`src/hdl/sbp_pkg.sv`:
```
// ----------------------------------------------------------------------------
// sbp_pkg
// Shared types, codes and the CRC-32 byte step for the settings blob parser.
// ----------------------------------------------------------------------------
package sbp_pkg;

    // Blob layout limits
    localparam int MAX_BLOB_BYTES = 512;
    localparam int MAX_THRESHOLDS = 8;
    localparam int MAX_IDS        = 8;
    localparam int TEXT_BYTES     = 32;
    localparam int MIN_BLOB_BYTES = 28;

    localparam logic [7:0]  BLOB_VERSION = 8'd1;
    localparam logic [7:0]  FLAGS_RSVD   = 8'hF8;
    localparam logic [31:0] CRC_POLY     = 32'hEDB88320;
    localparam logic [31:0] CRC_INIT     = 32'hFFFFFFFF;

    localparam logic [7:0] MAGIC_0 = 8'h41;  // 'A'
    localparam logic [7:0] MAGIC_1 = 8'h4D;  // 'M'
    localparam logic [7:0] MAGIC_2 = 8'h53;  // 'S'
    localparam logic [7:0] MAGIC_3 = 8'h54;  // 'T'

    // Field codes
    localparam logic [3:0] FC_REVISION   = 4'd0;
    localparam logic [3:0] FC_FLAGS      = 4'd1;
    localparam logic [3:0] FC_ROTATION   = 4'd2;
    localparam logic [3:0] FC_BRIGHTNESS = 4'd3;
    localparam logic [3:0] FC_DIM        = 4'd4;
    localparam logic [3:0] FC_OFF        = 4'd5;
    localparam logic [3:0] FC_THR_COUNT  = 4'd6;
    localparam logic [3:0] FC_THRESHOLD  = 4'd7;
    localparam logic [3:0] FC_HID_COUNT  = 4'd8;
    localparam logic [3:0] FC_ORD_COUNT  = 4'd11;
    localparam logic [3:0] FC_LEN_OFS    = 4'd1;
    localparam logic [3:0] FC_CHAR_OFS   = 4'd2;

    // Status codes
    localparam logic [2:0] ST_OK          = 3'd0;
    localparam logic [2:0] ST_TOO_LARGE   = 3'd1;
    localparam logic [2:0] ST_MALFORMED   = 3'd2;
    localparam logic [2:0] ST_UNSUPPORTED = 3'd3;
    localparam logic [2:0] ST_BAD_CRC     = 3'd4;

    // Output queue
    localparam int OQ_DEPTH = 4;
    localparam int OQ_AW    = $clog2(OQ_DEPTH);
    localparam int OQ_CW    = $clog2(OQ_DEPTH + 1);

    typedef struct packed {
        logic        is_status;
        logic [3:0]  field_code;
        logic [2:0]  entry_index;
        logic [4:0]  char_index;
        logic [31:0] field_value;
        logic [2:0]  status;
        logic        run_last;
    } t_result;

    // Up to two results per input beat: field first, then status
    typedef struct packed {
        logic    field_valid;
        logic    status_valid;
        t_result field;
        t_result stat;
    } t_push;

    function automatic logic [31:0] crc32_byte(logic [31:0] crc, logic [7:0] b);
        logic [31:0] c;
        c = crc ^ {24'd0, b};
        for (int k = 0; k < 8; k++) begin
            c = (c >> 1) ^ (CRC_POLY & {32{c[0]}});
        end
        return c;
    endfunction

    function automatic t_result make_field(logic [3:0] code, logic [7:0] entry,
                                           logic [4:0] chr, logic [31:0] value);
        t_result r;
        r.is_status   = 1'b0;
        r.field_code  = code;
        r.entry_index = entry[2:0];
        r.char_index  = chr;
        r.field_value = value;
        r.status      = ST_OK;
        r.run_last    = 1'b0;
        return r;
    endfunction

endpackage

```
`src/hdl/sbp_in_if.sv`:
```
// ----------------------------------------------------------------------------
// sbp_in_if
// Input channel: one blob byte per beat with a last flag.
// ----------------------------------------------------------------------------
interface sbp_in_if;
    logic       valid;
    logic       ready;
    logic [7:0] data_byte;
    logic       last_byte;

    modport source (output valid, output data_byte, output last_byte, input ready);
    modport sink   (input valid, input data_byte, input last_byte, output ready);
endinterface

```
`src/hdl/sbp_out_if.sv`:
```
// ----------------------------------------------------------------------------
// sbp_out_if
// Output channel: one decoded field or final status per beat.
// ----------------------------------------------------------------------------
interface sbp_out_if;
    logic        valid;
    logic        ready;
    logic        is_status;
    logic [3:0]  field_code;
    logic [2:0]  entry_index;
    logic [4:0]  char_index;
    logic [31:0] field_value;
    logic [2:0]  status;
    logic        run_last;

    modport source (output valid, output is_status, output field_code, output entry_index,
                    output char_index, output field_value, output status,
                    output run_last, input ready);
    modport sink   (input valid, input is_status, input field_code, input entry_index,
                    input char_index, input field_value, input status,
                    input run_last, output ready);
endinterface

```
`src/hdl/sbp_core.sv`:
```
// ----------------------------------------------------------------------------
// sbp_core
// Per-byte step: tail delay line, CRC-32 and field parser, final status.
// ----------------------------------------------------------------------------
module sbp_core (
    input  logic           i_clk,
    input  logic           i_rst_n,
    input  logic           i_advance,
    input  logic [7:0]     i_byte,
    input  logic           i_last,
    output sbp_pkg::t_push o_push
);
    import sbp_pkg::*;

    typedef enum logic [19:0] {
        PH_MAGIC0   = 20'h00001,
        PH_MAGIC1   = 20'h00002,
        PH_MAGIC2   = 20'h00004,
        PH_MAGIC3   = 20'h00008,
        PH_VERSION  = 20'h00010,
        PH_REV      = 20'h00020,
        PH_FLAGS    = 20'h00040,
        PH_ROT      = 20'h00080,
        PH_BRIGHT   = 20'h00100,
        PH_DIM      = 20'h00200,
        PH_OFF      = 20'h00400,
        PH_THRCOUNT = 20'h00800,
        PH_THR      = 20'h01000,
        PH_HIDCOUNT = 20'h02000,
        PH_HIDLEN   = 20'h04000,
        PH_HIDCHAR  = 20'h08000,
        PH_ORDCOUNT = 20'h10000,
        PH_ORDLEN   = 20'h20000,
        PH_ORDCHAR  = 20'h40000,
        PH_DONE     = 20'h80000
    } t_phase;

    logic [7:0]  r_tail [4];
    logic [7:0]  n_tail [4];
    logic [9:0]  r_byte_count, n_byte_count;
    logic [31:0] r_crc, n_crc;
    logic [1:0]  r_header_bad, n_header_bad;
    t_phase      r_phase, n_phase;
    logic [31:0] r_wacc, n_wacc;
    logic [1:0]  r_widx, n_widx;
    logic [7:0]  r_total, n_total;
    logic [7:0]  r_index, n_index;
    logic [7:0]  r_chars_left, n_chars_left;
    logic [4:0]  r_char_pos, n_char_pos;
    logic        r_struct_err, n_struct_err;

    always_comb begin
        logic [7:0]  leaving;
        logic        content;
        logic [31:0] acc_new;
        logic [7:0]  idx_inc;
        logic [7:0]  cl_dec;
        logic [1:0]  hb;
        logic [31:0] stored;
        logic        ord;
        logic [3:0]  base;
        t_phase      after;
        logic        f_valid;
        t_result     f;
        logic [2:0]  st;

        for (int k = 0; k < 4; k++) begin
            n_tail[k] = r_tail[k];
        end
        n_byte_count = r_byte_count;
        n_crc        = r_crc;
        n_header_bad = r_header_bad;
        n_phase      = r_phase;
        n_wacc       = r_wacc;
        n_widx       = r_widx;
        n_total      = r_total;
        n_index      = r_index;
        n_chars_left = r_chars_left;
        n_char_pos   = r_char_pos;
        n_struct_err = r_struct_err;
        f_valid      = 1'b0;
        f            = make_field(FC_REVISION, 8'd0, 5'd0, 32'd0);

        leaving = r_tail[0];
        content = (r_byte_count >= 10'd4);
        acc_new = r_wacc | ({24'd0, leaving} << {r_widx, 3'b000});
        idx_inc = r_index + 8'd1;
        cl_dec  = r_chars_left - 8'd1;
        hb      = r_header_bad;
        ord     = (r_phase == PH_ORDCOUNT) || (r_phase == PH_ORDLEN)
               || (r_phase == PH_ORDCHAR);
        base    = ord ? FC_ORD_COUNT : FC_HID_COUNT;
        after   = ord ? PH_DONE : PH_ORDCOUNT;

        if (content) begin
            n_tail[0] = r_tail[1];
            n_tail[1] = r_tail[2];
            n_tail[2] = r_tail[3];
            n_tail[3] = i_byte;
            n_crc     = crc32_byte(r_crc, leaving);
            if (!r_struct_err) begin
                case (r_phase)
                    PH_MAGIC0: begin
                        if (leaving != MAGIC_0) n_header_bad[0] = 1'b1;
                        n_phase = PH_MAGIC1;
                    end
                    PH_MAGIC1: begin
                        if (leaving != MAGIC_1) n_header_bad[0] = 1'b1;
                        n_phase = PH_MAGIC2;
                    end
                    PH_MAGIC2: begin
                        if (leaving != MAGIC_2) n_header_bad[0] = 1'b1;
                        n_phase = PH_MAGIC3;
                    end
                    PH_MAGIC3: begin
                        if (leaving != MAGIC_3) n_header_bad[0] = 1'b1;
                        n_phase = PH_VERSION;
                    end
                    PH_VERSION: begin
                        if (hb == 2'b00 && leaving != BLOB_VERSION) hb[1] = 1'b1;
                        n_header_bad = hb;
                        if (hb != 2'b00) n_struct_err = 1'b1;
                        n_wacc  = 32'd0;
                        n_widx  = 2'd0;
                        n_phase = PH_REV;
                    end
                    PH_REV, PH_DIM, PH_OFF: begin
                        n_widx = r_widx + 2'd1;
                        if (r_widx == 2'd3) begin
                            f_valid = 1'b1;
                            f = make_field((r_phase == PH_REV) ? FC_REVISION :
                                           (r_phase == PH_DIM) ? FC_DIM : FC_OFF,
                                           8'd0, 5'd0, acc_new);
                            n_wacc  = 32'd0;
                            n_phase = (r_phase == PH_REV) ? PH_FLAGS :
                                      (r_phase == PH_DIM) ? PH_OFF : PH_THRCOUNT;
                        end else begin
                            n_wacc = acc_new;
                        end
                    end
                    PH_FLAGS: begin
                        if ((leaving & FLAGS_RSVD) != 8'd0) begin
                            n_struct_err = 1'b1;
                        end else begin
                            f_valid = 1'b1;
                            f = make_field(FC_FLAGS, 8'd0, 5'd0, {24'd0, leaving});
                            n_phase = PH_ROT;
                        end
                    end
                    PH_ROT: begin
                        f_valid = 1'b1;
                        f = make_field(FC_ROTATION, 8'd0, 5'd0, {24'd0, leaving});
                        n_phase = PH_BRIGHT;
                    end
                    PH_BRIGHT: begin
                        f_valid = 1'b1;
                        f = make_field(FC_BRIGHTNESS, 8'd0, 5'd0, {24'd0, leaving});
                        n_wacc  = 32'd0;
                        n_widx  = 2'd0;
                        n_phase = PH_DIM;
                    end
                    PH_THRCOUNT: begin
                        if (leaving == 8'd0 || {1'b0, leaving} > 9'(MAX_THRESHOLDS)) begin
                            n_struct_err = 1'b1;
                        end else begin
                            f_valid = 1'b1;
                            f = make_field(FC_THR_COUNT, 8'd0, 5'd0, {24'd0, leaving});
                            n_total = leaving;
                            n_index = 8'd0;
                            n_phase = PH_THR;
                        end
                    end
                    PH_THR: begin
                        f_valid = 1'b1;
                        f = make_field(FC_THRESHOLD, r_index, 5'd0, {24'd0, leaving});
                        n_index = idx_inc;
                        if (idx_inc == r_total) n_phase = PH_HIDCOUNT;
                    end
                    PH_HIDCOUNT, PH_ORDCOUNT: begin
                        if ({1'b0, leaving} > 9'(MAX_IDS)) begin
                            n_struct_err = 1'b1;
                        end else begin
                            f_valid = 1'b1;
                            f = make_field(base, 8'd0, 5'd0, {24'd0, leaving});
                            n_total = leaving;
                            n_index = 8'd0;
                            if (leaving == 8'd0) n_phase = after;
                            else n_phase = ord ? PH_ORDLEN : PH_HIDLEN;
                        end
                    end
                    PH_HIDLEN, PH_ORDLEN: begin
                        if (leaving == 8'd0 || {1'b0, leaving} >= 9'(TEXT_BYTES)) begin
                            n_struct_err = 1'b1;
                        end else begin
                            f_valid = 1'b1;
                            f = make_field(base + FC_LEN_OFS, r_index, 5'd0,
                                           {24'd0, leaving});
                            n_chars_left = leaving;
                            n_char_pos   = 5'd0;
                            n_phase      = ord ? PH_ORDCHAR : PH_HIDCHAR;
                        end
                    end
                    PH_HIDCHAR, PH_ORDCHAR: begin
                        f_valid = 1'b1;
                        f = make_field(base + FC_CHAR_OFS, r_index, r_char_pos,
                                       {24'd0, leaving});
                        n_char_pos   = r_char_pos + 5'd1;
                        n_chars_left = cl_dec;
                        if (cl_dec == 8'd0) begin
                            n_index = idx_inc;
                            if (idx_inc == r_total) n_phase = after;
                            else n_phase = ord ? PH_ORDLEN : PH_HIDLEN;
                        end
                    end
                    default: begin
                        // trailing content past the order list
                        n_struct_err = 1'b1;
                    end
                endcase
            end
        end else begin
            n_tail[r_byte_count[1:0]] = i_byte;
        end

        if (r_byte_count != 10'd1023) n_byte_count = r_byte_count + 10'd1;

        stored = {n_tail[3], n_tail[2], n_tail[1], n_tail[0]};
        if (n_byte_count > 10'(MAX_BLOB_BYTES)) begin
            st = ST_TOO_LARGE;
        end else if (n_byte_count < 10'(MIN_BLOB_BYTES) || n_header_bad[0]) begin
            st = ST_MALFORMED;
        end else if (n_header_bad[1]) begin
            st = ST_UNSUPPORTED;
        end else if (~n_crc != stored) begin
            st = ST_BAD_CRC;
        end else if (n_struct_err || n_phase != PH_DONE) begin
            st = ST_MALFORMED;
        end else begin
            st = ST_OK;
        end

        o_push.field_valid  = i_advance && f_valid;
        o_push.status_valid = i_advance && i_last;
        o_push.field        = f;
        o_push.field.run_last = !i_last;
        o_push.stat         = make_field(FC_REVISION, 8'd0, 5'd0, 32'd0);
        o_push.stat.is_status = 1'b1;
        o_push.stat.status    = st;
        o_push.stat.run_last  = 1'b1;

        // end of blob: back to the power-on state
        if (i_last) begin
            for (int k = 0; k < 4; k++) begin
                n_tail[k] = 8'd0;
            end
            n_byte_count = 10'd0;
            n_crc        = CRC_INIT;
            n_header_bad = 2'b00;
            n_phase      = PH_MAGIC0;
            n_wacc       = 32'd0;
            n_widx       = 2'd0;
            n_total      = 8'd0;
            n_index      = 8'd0;
            n_chars_left = 8'd0;
            n_char_pos   = 5'd0;
            n_struct_err = 1'b0;
        end
    end

    always_ff @(posedge i_clk) begin
        if (!i_rst_n) begin
            for (int k = 0; k < 4; k++) begin
                r_tail[k] <= 8'd0;
            end
            r_byte_count <= 10'd0;
            r_crc        <= CRC_INIT;
            r_header_bad <= 2'b00;
            r_phase      <= PH_MAGIC0;
            r_wacc       <= 32'd0;
            r_widx       <= 2'd0;
            r_total      <= 8'd0;
            r_index      <= 8'd0;
            r_chars_left <= 8'd0;
            r_char_pos   <= 5'd0;
            r_struct_err <= 1'b0;
        end else if (i_advance) begin
            for (int k = 0; k < 4; k++) begin
                r_tail[k] <= n_tail[k];
            end
            r_byte_count <= n_byte_count;
            r_crc        <= n_crc;
            r_header_bad <= n_header_bad;
            r_phase      <= n_phase;
            r_wacc       <= n_wacc;
            r_widx       <= n_widx;
            r_total      <= n_total;
            r_index      <= n_index;
            r_chars_left <= n_chars_left;
            r_char_pos   <= n_char_pos;
            r_struct_err <= n_struct_err;
        end
    end

`ifndef SYNTHESIS
    a_restart_after_last: assert property (@(posedge i_clk) disable iff (!i_rst_n)
        i_advance && i_last |=> r_phase == PH_MAGIC0 && r_byte_count == 10'd0
                                && !r_struct_err)
        else $error("parser state not cleared after last beat");
    a_no_field_after_error: assert property (@(posedge i_clk) disable iff (!i_rst_n)
        o_push.field_valid |-> !r_struct_err)
        else $error("field emitted after structural error");
    a_hold_without_advance: assert property (@(posedge i_clk) disable iff (!i_rst_n)
        !i_advance |=> $stable(r_phase) && $stable(r_crc) && $stable(r_byte_count))
        else $error("parser state moved without a byte step");
`endif

endmodule

```
`src/hdl/sbp_out_fifo.sv`:
```
// ----------------------------------------------------------------------------
// sbp_out_fifo
// Small result queue; takes up to two results per cycle, drives one per beat.
// ----------------------------------------------------------------------------
module sbp_out_fifo (
    input  logic             i_clk,
    input  logic             i_rst_n,
    input  sbp_pkg::t_push   i_push,
    output logic             o_room,
    sbp_out_if.source        o_out
);
    import sbp_pkg::*;

    t_result           r_mem [OQ_DEPTH];
    logic [OQ_AW-1:0]  r_wr, n_wr;
    logic [OQ_AW-1:0]  r_rd, n_rd;
    logic [OQ_CW-1:0]  r_count, n_count;
    logic [OQ_AW-1:0]  wr_second;
    logic              pop;
    logic [OQ_CW-1:0]  n_push;

    assign pop       = o_out.valid && o_out.ready;
    assign n_push    = OQ_CW'(i_push.field_valid) + OQ_CW'(i_push.status_valid);
    assign wr_second = r_wr + OQ_AW'(i_push.field_valid);
    assign n_wr      = r_wr + OQ_AW'(n_push);
    assign n_rd      = r_rd + OQ_AW'(pop);
    assign n_count   = r_count + n_push - OQ_CW'(pop);
    assign o_room    = (r_count <= OQ_CW'(OQ_DEPTH - 2));

    always_ff @(posedge i_clk) begin
        if (i_push.field_valid) r_mem[r_wr] <= i_push.field;
        if (i_push.status_valid) r_mem[wr_second] <= i_push.stat;
    end

    always_ff @(posedge i_clk) begin
        if (!i_rst_n) begin
            r_wr    <= '0;
            r_rd    <= '0;
            r_count <= '0;
        end else begin
            r_wr    <= n_wr;
            r_rd    <= n_rd;
            r_count <= n_count;
        end
    end

    assign o_out.valid       = (r_count != '0);
    assign o_out.is_status   = r_mem[r_rd].is_status;
    assign o_out.field_code  = r_mem[r_rd].field_code;
    assign o_out.entry_index = r_mem[r_rd].entry_index;
    assign o_out.char_index  = r_mem[r_rd].char_index;
    assign o_out.field_value = r_mem[r_rd].field_value;
    assign o_out.status      = r_mem[r_rd].status;
    assign o_out.run_last    = r_mem[r_rd].run_last;

`ifndef SYNTHESIS
    a_count_bound: assert property (@(posedge i_clk) disable iff (!i_rst_n)
        r_count <= OQ_CW'(OQ_DEPTH))
        else $error("result queue overflow");
    a_push_has_room: assert property (@(posedge i_clk) disable iff (!i_rst_n)
        (i_push.field_valid || i_push.status_valid) |-> o_room)
        else $error("push without two free slots");
    a_valid_held: assert property (@(posedge i_clk) disable iff (!i_rst_n)
        o_out.valid && !o_out.ready |=> o_out.valid)
        else $error("result beat dropped while stalled");
`endif

endmodule

```
`src/hdl/settings_blob_parser.sv`:
```
// Path: input stage register, then result queue, then o_out.
// Throughput: one byte per cycle while o_out is drained every cycle; the
//   final byte of a blob can yield two results (field and status), which
//   the 4-entry result queue absorbs, so intake pauses only on back-pressure.
// Reset: synchronous, active low; clears the parser to expect a new blob's
//   magic and empties the input stage and the result queue.
// ----------------------------------------------------------------------------
// settings_blob_parser
// Streaming settings blob decoder: CRC-32 check over the content, header
// check, and decode of every field once its last byte leaves the delay line.
// ----------------------------------------------------------------------------
module settings_blob_parser (
    input  logic      i_clk,
    input  logic      i_rst_n,
    sbp_in_if.sink    i_in,
    sbp_out_if.source o_out
);
    import sbp_pkg::*;

    // Input stage: one beat is held here while the core step is evaluated.
    logic       r_in_valid;
    logic [7:0] r_in_byte;
    logic       r_in_last;

    logic       room;
    logic       advance;
    t_push      push;

    // The core consumes the held beat only when the result queue can take
    // both results a final byte may produce.
    assign advance    = r_in_valid && room;
    assign i_in.ready = !r_in_valid || advance;

    always_ff @(posedge i_clk) begin
        if (!i_rst_n) begin
            r_in_valid <= 1'b0;
        end else if (i_in.valid && i_in.ready) begin
            r_in_valid <= 1'b1;
        end else if (advance) begin
            r_in_valid <= 1'b0;
        end
    end

    // Payload needs no reset
    always_ff @(posedge i_clk) begin
        if (i_in.valid && i_in.ready) begin
            r_in_byte <= i_in.data_byte;
            r_in_last <= i_in.last_byte;
        end
    end

    // Byte step: tail delay line, CRC, parser phase and status
    sbp_core u_core (
        .i_clk     (i_clk),
        .i_rst_n   (i_rst_n),
        .i_advance (advance),
        .i_byte    (r_in_byte),
        .i_last    (r_in_last),
        .o_push    (push)
    );

    // Result queue toward the output channel
    sbp_out_fifo u_out_fifo (
        .i_clk   (i_clk),
        .i_rst_n (i_rst_n),
        .i_push  (push),
        .o_room  (room),
        .o_out   (o_out)
    );

endmodule

```
`src/flat_wrapper.sv`:
```
// flat-port wrapper written by rule: the top's interface ports become plain ports
module settings_blob_parser_flat import sbp_pkg::*;
  (i_clk, i_rst_n, i_in_valid, i_in_data_byte, i_in_last_byte, i_in_ready, o_out_valid, o_out_is_status, o_out_field_code, o_out_entry_index, o_out_char_index, o_out_field_value, o_out_status, o_out_run_last, o_out_ready);
  sbp_in_if i_in_i ();
  sbp_out_if o_out_i ();
  input  logic i_clk;
  input  logic i_rst_n;
  input wire logic [$bits(i_in_i.valid)-1:0] i_in_valid;
  input wire logic [$bits(i_in_i.data_byte)-1:0] i_in_data_byte;
  input wire logic [$bits(i_in_i.last_byte)-1:0] i_in_last_byte;
  output wire logic [$bits(i_in_i.ready)-1:0] i_in_ready;
  output wire logic [$bits(o_out_i.valid)-1:0] o_out_valid;
  output wire logic [$bits(o_out_i.is_status)-1:0] o_out_is_status;
  output wire logic [$bits(o_out_i.field_code)-1:0] o_out_field_code;
  output wire logic [$bits(o_out_i.entry_index)-1:0] o_out_entry_index;
  output wire logic [$bits(o_out_i.char_index)-1:0] o_out_char_index;
  output wire logic [$bits(o_out_i.field_value)-1:0] o_out_field_value;
  output wire logic [$bits(o_out_i.status)-1:0] o_out_status;
  output wire logic [$bits(o_out_i.run_last)-1:0] o_out_run_last;
  input wire logic [$bits(o_out_i.ready)-1:0] o_out_ready;
  assign i_in_i.valid = i_in_valid;
  assign i_in_i.data_byte = i_in_data_byte;
  assign i_in_i.last_byte = i_in_last_byte;
  assign i_in_ready = i_in_i.ready;
  assign o_out_valid = o_out_i.valid;
  assign o_out_is_status = o_out_i.is_status;
  assign o_out_field_code = o_out_i.field_code;
  assign o_out_entry_index = o_out_i.entry_index;
  assign o_out_char_index = o_out_i.char_index;
  assign o_out_field_value = o_out_i.field_value;
  assign o_out_status = o_out_i.status;
  assign o_out_run_last = o_out_i.run_last;
  assign o_out_i.ready = o_out_ready;
  settings_blob_parser u_core (.i_clk(i_clk), .i_rst_n(i_rst_n), .i_in(i_in_i), .o_out(o_out_i));
endmodule
```
`config.mk`:
```
export PLATFORM = sky130hd
export DESIGN_NAME = settings_blob_parser_flat
export DESIGN_NICKNAME = d
export VERILOG_FILES = /design/src/hdl/sbp_pkg.sv /design/src/hdl/sbp_in_if.sv /design/src/hdl/sbp_out_if.sv /design/src/hdl/sbp_core.sv /design/src/hdl/sbp_out_fifo.sv /design/src/hdl/settings_blob_parser.sv /design/src/flat_wrapper.sv
export SDC_FILE = /design/constraint.sdc
export NUM_CORES = 1
export LEC_CHECK = 0
export BUFFER_PORTS_ARGS = -buffer_cell sky130_fd_sc_hd__clkbuf_2
export CORE_UTILIZATION = 57
export DETAILED_ROUTE_END_ITERATION = 7
export PLACE_DENSITY = 0.74
export SLEW_MARGIN = 10
export SYNTH_ARGS = -nofsm -noshare
export SYNTH_HDL_FRONTEND = slang
export SYNTH_SLANG_ARGS = --single-unit
```
`constraint.sdc`:
```
create_clock -name i_clk -period 4.85 [get_ports i_clk]
set_input_delay 0.485 -clock i_clk [delete_from_list [all_inputs] [get_ports i_clk]]
set_output_delay 0.485 -clock i_clk [all_outputs]
set_load 0.1 [all_outputs]
```
* Word level (Yosys, flattened, before mapping)
Memory sizes are Yosys's and may differ from the RTL's. A register that Yosys moved wholly into a read port is not among the register bits.
Cells that the tools add are included.
** Cells by class
- Add/subtract/negate cells :: 13
- Bitwise gates (word level) :: 16
- Shift-type cells :: 1
- Magnitude comparators :: 8
- Multiplexer cells :: 120
- Reductions and logical operators :: 39
- Equality and inequality tests :: 34
** Operators by type and width (number)
- 48-bit one-hot mux with 9 select lines :: 1
- 20-bit one-hot mux with 14 select lines :: 1
- 20-bit two-way mux :: 13
- 32-bit two-way mux :: 8
- 31-bit by 32-bit bitwise XOR with 32-bit output :: 8
- 8-bit two-way mux :: 20
- 48-bit two-way mux :: 3
- 47-bit two-way mux :: 2
- 32-bit one-hot mux with 2 select lines :: 1
- 49-bit two-way mux :: 1
- 45-bit two-way mux :: 1
- 1-bit two-way mux :: 35
- 32-bit bitwise mux :: 1
- 32-bit inequality test :: 1
- 8-bit by 7-bit inequality test with 1-bit output (second input constant) :: 4
- 32-bit NOT :: 1
- 32-bit OR :: 1
- 8-bit one-hot mux with 2 select lines :: 2
- 8-bit one-hot mux with 4 select lines :: 1
- 8-bit by 5-bit << shifter with 32-bit output :: 1
- 32-bit by 8-bit bitwise XOR with 32-bit output :: 1
- 12-bit two-way mux :: 2
- 20-bit by 1-bit == test with 1-bit output (second input constant) :: 1
- 20-bit by 10-bit == test with 1-bit output (second input constant) :: 1
- other kinds (74) :: 120
** Storage, ports and cells
- Memory bits (writable) :: 228
- Memories :: 2
- Flip-flop bits (word level) :: 145
- Input port bits :: 13
- Output and inout bits :: 51
** Memory list
- u_core.u_out_fifo.r_mem :: words 4, width 49, rd ports 1, clocked after memory_dff 1, wr ports 2, line sbp_out_fifo.sv:14 : t_result r_mem [OQ_DEPTH];
- u_core.u_core.r_tail :: words 4, width 8, rd ports 4, clocked after memory_dff 0, wr ports 4, line sbp_core.sv:38 : logic [7:0] r_tail [4];

* Logic depth before layout (Yosys ltp)
An unclocked memory read counts as a cell.
- Depth after elaboration :: 18
- Gate-level depth with buffers :: 19

* Hierarchy
Synthesis repeated with hierarchy kept, for this count alone.
** Second synthesis, totals
- Cells, all modules :: 1849
- Area total of the unflattened synthesis :: 21129.0 um^2
** Modules (own cells, without submodules)
- sbp_core :: cells an instance 1310, seq. area each 3523.4 um^2, instances 1, area each 10770.3 um^2
- sbp_out_fifo :: cells an instance 524, seq. area each 6025.8 um^2, instances 1, area each 10023.4 um^2
- settings_blob_parser :: cells an instance 15, seq. area each 290.3 um^2, instances 1, area each 335.3 um^2

* Least setup slack after synthesis
No wires, ideal clock.
- Kind :: register to register
- Start :: reg u_core.u_core.r_phase[1]
- End :: reg u_core.u_out_fifo.r_count[2]
- Arrival time :: 4009 ps
- Data required time :: 4735 ps
- Path slack :: 726 ps
- Cell stages (with the launch flop) :: 20
- Library setup time :: 115 ps
- Clock period less this slack :: 4124 ps
- Cell sequence :: dfxtp_1 -> buf_2 -> or4_4 -> nor4_1 -> buf_2 -> a32oi_1 -> nand2b_1 -> nand2_1 -> nor2_1 -> a41oi_1 -> ha_1 -> inv_1 -> ha_1 -> inv_1 -> ha_1 -> inv_1 -> fa_1 -> xor2_1 -> xnor2_1 -> and2_1
** On the way
- Cells in the longest elaborated chain, start to end :: 9
- Elaborated cells on any way between the ends :: 25
- Those cells by class :: add/sub: 3; eq/ne: 14; mux: 3; reduce/logical: 5
** Ends and longest elaborated chain
- start, declared :: line sbp_core.sv:43 : t_phase r_phase, n_phase;
- start signal, assigned :: line sbp_core.sv:293 : r_phase <= n_phase;
- 20-bit by 19-bit == test with 1-bit output (tied with other cells) :: line sbp_core.sv:102 : case (r_phase)
- 5-bit OR reduction (no line) (tied with other cells)
- 1-bit one-hot mux with 6 select lines * :: line sbp_core.sv:102
- 1-bit two-way mux * :: line sbp_core.sv:101 : if (!r_struct_err) begin
- 1-bit two-way mux * :: line sbp_core.sv:95 : if (content) begin
- 1-bit logical AND * :: line sbp_core.sv:242 : o_push.field_valid = i_advance && f_valid;
- 1-bit by 1-bit adder with 2-bit output * :: line sbp_out_fifo.sv:23 : assign n_push = OQ_CW'(i_push.field_valid) + OQ_CW'(i_push.status_valid);
- 3-bit by 2-bit adder with 3-bit output * :: line sbp_out_fifo.sv:27 : assign n_count = r_count + n_push - OQ_CW'(pop);
- 3-bit by 1-bit subtractor with 3-bit output * :: line sbp_out_fifo.sv:27
- end signal, assigned :: line sbp_out_fifo.sv:43 : r_count <= n_count;
- end, declared :: line sbp_out_fifo.sv:17 : logic [OQ_CW-1:0] r_count, n_count;
Every way passes the cells marked *; elsewhere a longest branch is shown, timed or not.
A chain may end at the register's enable or synchronous reset.

==> results by group <==
Status
  – Status: finished, final reports clean

Place
  – I/O Buffers: 63
  – DP Area: around 0.020 sq mm
  – Inst Count DP: approximately 2700
  – RD Place Congestion: between 1 and 1.5
  – Post-DP HPWL: slightly below 40 mm

Logic synthesis
  – Top_reg_cell synth: dfxtp_1
  – Yosys cell types: between 80 and 90
  – Post-synth EDFFs: 53
  – Warnings, synthesis: 0
  – Register area share after synthesis: between 40% and 50%
  – Seq cells post-synth: about 370
  – Syn_area_per_cell: around 8.6 sq um
  – Mapped Cells: 2238
  – Mapped Nets: roughly 2300
  – Async S/R FF share, synth: 0%
  – Synth Cell Area: 0.0192 sq mm

Power and ir drop
  – Total power divided by cell area: ~370 mW/mm^2
  – Maximum VDD drop: approximately 0.34 mV
  – Leak: between 7 and 8 nW

Setup path
  – Worst-path cell chain: or4_1 -> nand3_1 -> nor3_1 -> buf_4 -> nor4_1 -> a41oi_1 -> ha_1 -> inv_1 -> ha_1 -> inv_1 -> ha_1 -> inv_1 -> fa_1 -> xor2_1 -> xnor2_1 -> and2_1
  – WP buf/inv: 4
  – Cell family with most CP delay: simple AND/OR/NAND/NOR gates
  – Flop-to-flop setup slack: between 200 and 300 ps
  – CP required: around 5300 ps
  – Startpoint types: flop
  – Nature of the critical path endpoint: flop
  – Crit Path Max Fanout: 5
  – Worst path arrival time: around 5000 ps
  – Slowest Stage Delay on Critical Path: 750 ps
  – Setup CP Type: reg -> reg
  – CP max-delay cell: nor4_1

Clock network
  – Setup Buffers After CTS: 0
  – CTS resizes: 0
  – Total clock sinks: between 300 and 400
  – Later-pin clock latency in the skew report: 540 ps
  – CTS tree: built
  – CTS buffer count: 40
  – Root Buffer: clkbuf_16
  – Post-CTS Hold Buffers: 0
  – Clock Tree Buf Depth: 3
  – Reg clk slew, reported paths: 60 ps
  – H-tree levels: 2

Floorplanning
  – Starting Density: between 50% and 60%
  – I/O pin cnt: between 60 and 70
  – Die area: ~0.034 sq mm
  – Die Span Y: ~190 um
  – Site Rows: 66
  – Die width: 185 um
  – CORE AREA: ~0.033 sq mm

Drt
  – Initial DRC Count: 1734
  – DRT Pass-1 Iters: 5
  – Via count: around 17000
  – Total Wirelength: between 50 and 60 mm
  – DR vias/cell: between 6 and 7
  – Drt drc: 0
  – Mean routed wirelength per cell: 21.5 um
  – Routed Antenna Nets: 0

Cells and area
  – Fillers: approximately 2700
  – Commonest non-fill, non-tap cells in the layout: nand2_1, dfxtp_1, a21oi_1, nor2_1, xnor2_1
  – Ant diodes: 0
  – Commonest non-fill, non-tap cell in the layout: nand2_1
  – Area delta synth->final: 11.8%
  – Area of the multi-input gates: ~0.010 sq mm
  – Share of cells above drive strength 1: 12.8%
  – Area occupied by registers: between 0.008 and 0.009 sq mm
  – Non-filler instance count after layout: about 2700
  – Fin nets: about 2300
  – Final Cell Area: approximately 0.021 sq mm

STA
  – Max_slew headroom: 29.5%
  – RSZ-0062 raised after global routing: no
  – Fmax: around 220 MHz
  – Final setup TNS: 0 ps
  – Part of the cycle the worst path needs: 94.7%
  – Slew Limit Fails: 0
  – Min cycle time layout: approximately 4600 ps
  – Final setup fails: 0
  – Worst slew pin tran: 1050 ps
  – Setup Skew: roughly 20 ps
  – Fin. Hold Viols: 0
  – Worst Hold Slack: about 120 ps

Global route
  – First-pass GRT wire length: approximately 91 mm
  – Largest net degree at the start of global routing: between 50 and 60
  – GRT overflow: 0
  – Initial antenna violation count: 0
  – GRT Total Usage: 34.3%
  – Vias in the first global route: about 16000

Job
  – Total of max-cap violations: 0

Worst hold path
  – Hold crit path type: in -> reg
## registers in the layout (all words and copies together) (netlist names), 2 cells and up
signal and count:
u_core.u_core.r_phase 20, u_core.u_core.r_tail 32, u_core.r_in_byte 8, u_core.u_out_fifo.r_count 3
u_core.u_core.r_total 8, u_core.u_core.r_widx 2, u_core.u_out_fifo.r_rd 2, u_core.u_core.r_chars_left 8
u_core.u_core.r_crc 32, u_core.u_core.r_header_bad 2, u_core.u_out_fifo.r_mem 196, u_core.u_out_fifo.r_wr 2
u_core.u_core.r_index 8, u_core.u_core.r_char_pos 5, u_core.u_core.r_byte_count 10, u_core.u_core.r_wacc 32
## cell families after synthesis
logic type | synth area share, %
flip-flops | 41.8
AO/OA/AOI/OAI | 15.3
adder cells (fa/ha/maj) | 1.15
buffers and inverters | 3.87
XOR/XNOR | 7.58
multiplexers | 8.68
AND/OR/NAND/NOR | 21.7
## final timing paths
check                                                                  from                                     endpoint  cells after the start
worst max-delay path               u_core.u_core.r_tail[0][0]$_SDFFCE_PP0P_      u_core.u_out_fifo.r_count[2]$_SDFF_PN0_                     16
worst max register to register     u_core.u_core.r_tail[0][0]$_SDFFCE_PP0P_      u_core.u_out_fifo.r_count[2]$_SDFF_PN0_                     16
worst min-delay path                                      i_in_data_byte[5]                u_core.r_in_byte[5]$_DFFE_PP_                      1
worst min register to register  u_core.u_out_fifo.r_mem[3][13]$_SDFFE_PP0P_  u_core.u_out_fifo.r_mem[3][13]$_SDFFE_PP0P_                      2
## per-stage QoR
step	worst slack [ps]	utilization (%)	total power [mW]
CTS	372	65.3	7.93
floorplan	726	-	4.42
global route	138	65.3	8.17
finish	259	65.3	7.92
global placement	368	61.1	4.78
detailed placement	397	61.1	4.80
## synthesized netlist by cell type, types with 48 or more instances
cell,instances,share of area (%)
nand2_1,384,7.5
dfxtp_1,320,33
a21oi_1,294,7.7
nor2_1,209,4.1
clkbuf_1,120,2.4
xnor2_1,100,4.6
nand3_1,62,1.6
o21ai_0,57,1.5
edfxtp_1,53,8.3
xor2_1,51,2.3
mux4_2,49,5.8
mux2i_1,48,2.5
nor3_1,48,1.3
## worst register-to-register path: stages (launching register included)
cell	delay (ps)
edfxtp_1	400
or4_1	550
nand3_1	270
nor3_1	90
buf_4	160
nor4_1	750
a41oi_1	400
ha_1	440
inv_1	60
ha_1	280
inv_1	50
ha_1	130
inv_1	50
fa_1	430
xor2_1	160
xnor2_1	120
and2_1	150
## power breakdown
group | switching, mW | internal (mW)
Combinational | 0.906 | 0.497
Clock | 1.28 | 1.89
Sequential | 0.129 | 3.22
Total | 2.31 | 5.61
## routing by layer
| metal | global-route usage (%) | routed length, um | up-vias |
|---|---|---|---|
| li1 | - | - | 7908 |
| met1 | 45.9 | 24500 | 8243 |
| met2 | 56.5 | 27700 | 817 |
| met3 | 3.99 | 4370 | 148 |
| met4 | 13.5 | 2000 | 0 |
| met5 | 0 | 0 | - |
## final cells by class
cell class                 instances  area share [%]
tap                              442            2.58
timing repair buffer             136            4.21
clock inverter                    14           0.970
clock buffer                      58            5.42
sequential                       373            37.4
inverter                          29           0.508
multi-input combinational       1679            48.9
(Power assumes the default switching activity.)
